[config.mk]
export PLATFORM = sky130hd
export DESIGN_NAME = psr_merge
export DESIGN_NICKNAME = d
export VERILOG_FILES = /design/src/sv/psr_pkg.sv /design/src/sv/psr_merge.sv
export SDC_FILE = /design/constraint.sdc
export NUM_CORES = 1
export LEC_CHECK = 0
export BUFFER_PORTS_ARGS = -buffer_cell sky130_fd_sc_hd__buf_2
export CAP_MARGIN = 20
export CORE_MARGIN = 3
export CORE_UTILIZATION = 43
export DETAILED_ROUTE_END_ITERATION = 8
export GPL_ROUTABILITY_DRIVEN = 0
export PLACE_DENSITY = 0.85
export SLEW_MARGIN = 20
export SYNTH_ARGS = -nofsm -noshare
export SYNTH_HDL_FRONTEND = slang
export SYNTH_SLANG_ARGS = --single-unit
[constraint.sdc]
create_clock -name vclk -period 2.9
set_input_delay 0.29 -clock vclk [all_inputs]
set_output_delay 0.29 -clock vclk [all_outputs]
set_load 0.05 [all_outputs]
[src/sv/psr_pkg.sv]
`timescale 1ns / 1ps
package psr_pkg;

   localparam int HALF_TAPS_DEF   = 32;
   localparam int PHASE_COUNT_DEF = 256;
   localparam int RING_DEPTH_DEF  = 128;

   localparam int SAMPLE_W = 16;
   localparam int COEF_W   = 18;
   localparam int RATIO_W  = 28;
   localparam int FRAC_W   = 24;
   localparam int POS_W    = 32;
   localparam int INDEX_W  = 15;
   localparam int ACTION_W = 2;

   localparam logic [RATIO_W-1:0] RATIO_RESET = 28'h100_0000;

   // pipeline depth from tap issue to accumulator update
   localparam int DRAIN_CYCLES = 4;
   localparam int DRAIN_W      = $clog2(DRAIN_CYCLES);

   typedef enum logic [ACTION_W-1:0] {
      ACT_PUSH    = 2'd0,
      ACT_PULL    = 2'd1,
      ACT_LOAD    = 2'd2,
      ACT_RESTART = 2'd3
   } action_type;

   typedef enum logic [2:0] {
      ST_IDLE,
      ST_CLEAR,
      ST_PREP,
      ST_BASE,
      ST_MAC,
      ST_DRAIN,
      ST_FINISH,
      ST_RESP
   } state_type;

   typedef struct packed {
      logic issue;
      logic acc_clear;
   } tap_ctl_type;

endpackage

[src/sv/psr_merge.sv]
`timescale 1ns / 1ps
module psr_merge
   import psr_pkg::*;
#(
   parameter int ACC_W = 41
) (
   input  logic signed [ACC_W-1:0]    acc_left,
   input  logic signed [ACC_W-1:0]    acc_right,
   output logic signed [SAMPLE_W-1:0] left,
   output logic signed [SAMPLE_W-1:0] right
);

   function automatic logic signed [SAMPLE_W-1:0] round_sat(
      input logic signed [ACC_W-1:0] x
   );
      logic signed [ACC_W:0] r;
      logic signed [ACC_W:0] sh;
      r  = (ACC_W+1)'(x) + (ACC_W+1)'(32768);
      sh = r >>> 16;
      if (sh > $signed((ACC_W+1)'(32767))) begin
         return 16'sh7fff;
      end else if (sh < -$signed((ACC_W+1)'(32768))) begin
         return 16'sh8000;
      end
      return SAMPLE_W'(sh);
   endfunction

   assign left  = round_sat(acc_left);
   assign right = round_sat(acc_right);

endmodule

==> results.md <==
- Routed length per instance: 14.5 µm
- Outcome: complete, no violations
- Synth area leader: o22ai_2
- Sw frac: 67.1%
- Die ar.: 4300 µm²
- Lkg Pwr: 0.882 nW
- Post-DP HPWL: 4.19 mm
- MaxCap Viol Count: 0
- Period utilisation layout: 96.9%
- P_int: 0.117 mW
- CP Capture Type: output port
- Max-slew violation count: 0
- Drt first pass iters: 5
- DR vias: 2118
- Largest net degree at the start of global routing: 17
- Distinct cell type count after synthesis: 58
- Endpoints failing hold: 0
- Synth Warn #: 0
- Hold slack: 1090 ps
- Sequential area share after synthesis: 0%
- Critical path class: in2out
- CP Launch Type: primary input
- Top-area cell type share of the netlist area: 9.02%
- VDD IR max: 0.110 mV
- Actual slew at the worst max-slew pin: 396 ps
- Max FO, Critical Path: 10
- IO Pins: 114
- Post-DRT Antenna Nets: 0
- Site Rows: 20
- Commonest cells post-synth: nand2_1 (21), nand3_1 (15), o31ai_1 (15), xor2_1 (15), nor2_1 (13)
- Hold-fix buffers at CTS: 0
- Synth area leaders: o22ai_2 (9.0%), xor2_1 (8.6%), o31ai_1 (7.4%), xnor2_1 (6.9%), nand2_1 (5.2%)
- CLK BUF: 0
- Total Wirelength: 5.15 mm
- Area occupied by registers: 0 µm²
- Worst Path Required: 2610 ps
- Combinational share of power: 100.0%
- Type of the worst min-delay path: in2out
- First DRT Iteration DRCs: 170
- Syn nets: 302
- Arrival @ worst endpoint: 2520 ps
- Syn_area_per_cell: 7.00 µm²
- Pwr Total: 0.356 mW
- Die Y: 65.6 µm
- ANT cells: 0
- Mapped Area: 1530 µm²
- Initial Utilization: 47.6%
- Sw Pwr: 0.239 mW
- Post-synthesis instance total: 218
- Rel. slew slack: 73.5%
- GRT overflow: 0
- Clock power share: 0%
- Sequential share of power: 0%
- Vias in the first global route: 1931
- DR vias/cell: 5.97
- Core Area: 3200 µm²
- P&R area growth vs syn: 45.1%
- Top-count cell post-synth: nand2_1
- First-pass GRT wire length: 8.36 mm
- Maximum clock rate: 356 MHz
- # DRC: 0
- Die X: 65.6 µm
- Pwr per Cell Area: 161 nW/µm²
- Initial antenna violation count: 0
- Nets@finish: 397
- Seq cells: 0
- GRT Util Overall: 23.0%
- Minimum clock period: 2810 ps
- Input/output buffers: 84
- Layout cells sized above 1: 45.3%
- Post-CTS setup buffer count: 0
- Setup violations, final: 0
==> logic make-up (layout without fill, tap and decap cells) <==
kind of cell | count (synthesis) | after routing | share of synthesized area, %
buf+inv | 21 | 114 | 7.22
mux | 2 | 2 | 1.39
compound gates | 61 | 61 | 33.7
fa+ha+maj | 2 | 2 | 1.64
simple gates | 105 | 105 | 40.5
xor+xnor | 27 | 27 | 15.5
==> routing by layer <==
| layer | GRT usage [%] | part of all wire (%) | up-vias |
|---|---|---|---|
| met5 | 0 | 0 | - |
| met4 | 2.07 | 1.1 | 0 |
| met3 | 0.684 | 6.4 | 6 |
| met2 | 42.0 | 49 | 94 |
| met1 | 30.8 | 43 | 963 |
| li1 | - | - | 1055 |
==> critical path, stage by stage <==
cell and delay [ps]:
buf_2 100, ha_1 160, nand4_1 150, nor4_2 390, o2111ai_1 170, a221o_1 390
o31ai_2 320, buf_4 230, o31ai_1 100, buf_2 220
==> layout by cell type (no fill, tap or decap), drive strengths merged, types with 8 or more instances in the layout <==
cell type / netlist / final
nand3: 16 / 16
nor3: 9 / 9
nand2: 21 / 21
xnor2: 12 / 12
xor2: 15 / 15
inv: 10 / 10
o31ai: 16 / 16
buf: 9 / 103
nor4: 9 / 9
o22ai: 16 / 16
nand4: 8 / 8
nor2: 13 / 13
==> worst paths after layout <==
path	startpoint	end	slack [ps]	depth (start not counted)
min	acc_right[29]	right[13]	1090	4
max	acc_right[15]	right[0]	90	10
==> cell type report <==
| cell class | count | area [µm²] |
|---|---|---|
| Multi-Input combinational cell | 197 | 1520 |
| Timing Repair Buffer | 104 | 598 |
| Fill cell | 302 | 990 |
| Inverter | 10 | 37.5 |
| Tap cell | 44 | 55.1 |
==> power by group through the flow <==
stage	Combinational [mW]	Clock (mW)	Sequential (mW)
after floorplan	0.230	0	0
after global placement	0.346	0	0
after CTS	0.352	0	0
after detailed placement	0.351	0	0
after global routing	0.379	0	0
final	0.356	0	0
==> metrics by stage <==
stage          cell area [µm²]  setup TNS [ps]  setup WS (ps)  std cells  utilization [%]
4_1_cts                   2180               0           40.5        355             68.1
2_1_floorplan             1600           -4770           -390        218                -
3_5_place_dp              2180               0           53.3        355             68.1
6_report                  2210               0           90.2        355             69.1
5_1_grt                   2210            -146          -22.9        355             69.1
3_3_place_gp              2180               0           67.6        355             68.1
==> timing repair <==
item                                   CTS  global route
setup endpoints to repair                0            29
gates resized for setup                  0             7
endpoints found under the hold margin    0             0
No activity file was read; power rests on OpenSTA's default activity.
