===== config.mk =====
export PLATFORM = sky130hd
export DESIGN_NAME = psr_lane
export DESIGN_NICKNAME = d
export VERILOG_FILES = /design/src/sv/psr_pkg.sv /design/src/sv/psr_lane.sv
export SDC_FILE = /design/constraint.sdc
export NUM_CORES = 2
export LEC_CHECK = 0
export BUFFER_PORTS_ARGS = -buffer_cell sky130_fd_sc_hd__buf_2
export CORE_ASPECT_RATIO = 0.75
export CORE_UTILIZATION = 63
export DETAILED_ROUTE_END_ITERATION = 7
export PLACE_DENSITY_LB_ADDON = 0.12
export SYNTH_ARGS = -nofsm -noshare
export SYNTH_HDL_FRONTEND = slang
export SYNTH_SLANG_ARGS = --single-unit
export TNS_END_PERCENT = 100

===== constraint.sdc =====
create_clock -name clock -period 8.4 [get_ports clock]
set_clock_uncertainty 0.1 [all_clocks]
set_input_delay 1.68 -clock clock [delete_from_list [all_inputs] [get_ports clock]]
set_output_delay 1.68 -clock clock [all_outputs]
set_load 0.02 [all_outputs]

===== src/sv/psr_pkg.sv =====
`timescale 1ns / 1ps
package psr_pkg;

   localparam int HALF_TAPS_DEF   = 32;
   localparam int PHASE_COUNT_DEF = 256;
   localparam int RING_DEPTH_DEF  = 128;

   localparam int SAMPLE_W = 16;
   localparam int COEF_W   = 18;
   localparam int RATIO_W  = 28;
   localparam int FRAC_W   = 24;
   localparam int POS_W    = 32;
   localparam int INDEX_W  = 15;
   localparam int ACTION_W = 2;

   localparam logic [RATIO_W-1:0] RATIO_RESET = 28'h100_0000;

   // pipeline depth from tap issue to accumulator update
   localparam int DRAIN_CYCLES = 4;
   localparam int DRAIN_W      = $clog2(DRAIN_CYCLES);

   typedef enum logic [ACTION_W-1:0] {
      ACT_PUSH    = 2'd0,
      ACT_PULL    = 2'd1,
      ACT_LOAD    = 2'd2,
      ACT_RESTART = 2'd3
   } action_type;

   typedef enum logic [2:0] {
      ST_IDLE,
      ST_CLEAR,
      ST_PREP,
      ST_BASE,
      ST_MAC,
      ST_DRAIN,
      ST_FINISH,
      ST_RESP
   } state_type;

   typedef struct packed {
      logic issue;
      logic acc_clear;
   } tap_ctl_type;

endpackage


===== src/sv/psr_lane.sv =====
`timescale 1ns / 1ps
module psr_lane
   import psr_pkg::*;
#(
   parameter int RING_DEPTH = RING_DEPTH_DEF,
   parameter int RA_W       = $clog2(RING_DEPTH),
   parameter int ACC_W      = 41
) (
   input  logic                       clock,
   input  logic                       wr_en,
   input  logic [RA_W-1:0]            wr_addr,
   input  logic signed [SAMPLE_W-1:0] wr_data,
   input  logic [RA_W-1:0]            rd_addr,
   input  tap_ctl_type                ctl,
   input  logic                       w_valid,
   input  logic signed [COEF_W-1:0]   w,
   output logic signed [ACC_W-1:0]    acc
);

   logic signed [SAMPLE_W-1:0] ring [RING_DEPTH];
   logic signed [SAMPLE_W-1:0] s1_ff, s2_ff, s3_ff;
   logic signed [ACC_W-1:0]    acc_ff;
   logic signed [COEF_W+SAMPLE_W-1:0] prod;

   always_ff @(posedge clock) begin
      if (wr_en) begin
         ring[wr_addr] <= wr_data;
      end
      if (ctl.issue) begin
         s1_ff <= ring[rd_addr];
      end
   end

   // sample delayed to line up with the blended tap
   always_ff @(posedge clock) begin
      s2_ff <= s1_ff;
      s3_ff <= s2_ff;
   end

   assign prod = (COEF_W+SAMPLE_W)'(w) * (COEF_W+SAMPLE_W)'(s3_ff);

   always_ff @(posedge clock) begin
      if (ctl.acc_clear) begin
         acc_ff <= '0;
      end else if (w_valid) begin
         acc_ff <= acc_ff + ACC_W'(prod);
      end
   end

   assign acc = acc_ff;

endmodule


==> metrics.txt <==
Yosys reg bits 2137; Cell variety after synth 58; min Tclk post-route 7.55 ns; DRC errors left 0; Pins Over Slew Limit 0; # rows 122; Hold WS 0.223 ns; CTS max path bufs 3; Hold Crit Depth 0; CTS clk-pin slew, worst paths 0.07 ns; worst-path fanout max 16; Slew HR 15.2%; total grt overflow 0; CP top delay family adder cells; Mapped Area 0.0939 sq mm; Placer Congestion 0.965; Final Hold Viols 0; syn avg cell area 19.9 sq um; Worst-Skew Late Latency 0.83 ns; startpoint types input pin; post-route ant nets 0; fin nets 5529; register area share after synthesis 67.5%; Post-Syn Nets 5249; RSZ-0062 raised after global routing false; outcome complete, no violations; worst min path class flop to flop; fill count 9028; drt wl/cell 31.3 um; Async S/R FF share, synth 0%; first-pass GRT wire length 328000 um; TritonCTS clock tree yes; Final period util 89.9%; GRT Util Overall 30.9%; Die Ht 336 um; Required @ worst endpoint 9.08 ns; port bufs 93; Critical Path Max Stage Delay 0.51 ns; Vias 47000; vias in the first global route 47200; DRT Wirelength 224000 um; Most used DFF post-synth edfxtp_1; Worst setup EP type flop; CP most frequent cell fa_1; Synth warnings 0; IO Pins 94; # setup viols final 0; post-synthesis cell count 4723; initial DRC count 6301; R2R cell count 20; Slowest cell on crit path a21oi_1; CTS root buffer clkbuf_16; clk sink count 2137; CTS resizes 0; fmax 132 MHz; postcts setup bufs 0; cts bufs inserted 192; core area 0.148 sq mm; DP HPWL 134000 um; die width 448 um; initial cell density of the core 63.6%; number of flops mapped to enable cells by yosys 2064; worst-margin pin slew 1.27 ns; largest net degree at the start of global routing 103; Syn-to-layout area delta 11.0%; kind of critical path input pin to flop; max_cap viols 0; initial antenna violation count 24; setup TNS 0 ns; Buf/Inv on CP 8; DIE AREA 0.151 sq mm; Worst path depth 25; Post-CTS Hold Fix Bufs 0; Vias/cell 6.57; fraction of layout cells with a size suffix above 1 25.4%; H-tree depth 4; DRT Pass-1 Iters 5; critical path arrival 8.23 ns
## logic make-up after synthesis
family                     synth area share [%]
AOI/OAI and AO/OA                         0.911
xor gates and xnor gates                  0.345
adders and majority gates                  9.14
buffers and inverters                      2.58
DFF                                        67.5
muxes                                      16.5
and+or+nand+nor                            2.97
## metal layers
metal / GRT usage [%] / vias up / routed length (um)
met5: 0 / - / 69
met4: 8.14 / 10 / 5280
met3: 7.23 / 354 / 25900
met2: 44.3 / 2708 / 101000
met1: 48.6 / 25000 / 91700
li1: - / 18900 / -
## metrics by stage
stage	area, sq um	cells	setup slack, ns	util (%)
after floorplan	93900	4723	0.602	-
after global placement	98000	6793	0.298	66.3
after detailed placement	98000	6793	0.169	66.3
after CTS	104000	7146	1.03	70.6
after global routing	104000	7152	0.611	70.6
final	104000	7158	0.849	70.6
## layout make-up
type                       count  area, sq um  area share [%]
multi-input combinational   1960        28200            27.1
timing repair buffer         309         2340            2.24
clock buffer                 241         5160            4.95
clock inverter               112         1100            1.06
antenna                       12         30.0          0.0288
tap                         1984         2480            2.38
inverter                     403         1510            1.45
sequential                  2137        63400            60.8
## synth_stat cells, types with 14 or more instances
library cell,count,area (sq um)
a21o_1,14,105
a21oi_1,47,235
and2_1,132,826
buf_1,17,63.8
buf_2,53,265
clkbuf_1,152,571
dfxtp_1,73,1460
edfxtp_1,2064,62000
fa_1,356,7130
ha_1,117,1460
inv_1,401,1510
mux2_2,16,180
mux2i_1,20,200
mux4_2,672,15100
nand2_1,196,736
nand3_1,25,125
nor2_1,195,732
nor2b_1,16,100
nor3_1,15,75.1
o21ai_0,19,95.1
xnor2_1,21,184
xor2_1,16,140
## registers in the layout, indices dropped and copies added (netlist names)
name	cells
s1_ff	16
s3_ff	16
acc	41
ring	2048
s2_ff	16
## worst paths after layout
| check | slack [ns] | to | start |
|---|---|---|---|
| min | 0.22 | s3_ff[9]$_DFF_P_ | s2_ff[9]$_DFF_P_ |
| min reg2reg | 0.22 | s3_ff[9]$_DFF_P_ | s2_ff[9]$_DFF_P_ |
| max reg2reg | 0.92 | acc[39]$_SDFFE_PP0P_ | s3_ff[7]$_DFF_P_ |
| max | 0.85 | acc[39]$_SDFFE_PP0P_ | w[17] |
## cell usage in the layout (no fill, tap or decap), types with 4 or more instances in the layout
cell type,count
inv_1,401
ha_1,117
clkbuf_16,199
nor2_2,38
dfxtp_1,73
nor3_1,6
o21bai_1,4
and3_1,5
nor2_1,157
buf_2,73
nand3_1,25
edfxtp_1,2064
clkinv_2,22
inv_6,5
a31oi_1,5
clkbuf_1,40
clkinvlp_4,8
mux2i_1,20
nand4_1,7
o21a_1,6
nor2b_1,16
buf_4,218
fa_1,356
a211oi_1,4
o21ai_0,19
bufinv_16,19
or3_1,6
nand2b_1,5
diode_2,12
mux4_2,672
a21oi_1,47
clkinv_1,52
xnor2_1,21
nand2_1,196
xor2_1,16
mux2_2,16
a21o_1,14
nor3_2,9
and2_1,132
buf_12,14
Power is not shown: default switching activity piles up to over one toggle a cycle in this logic, so the estimate is an artifact.
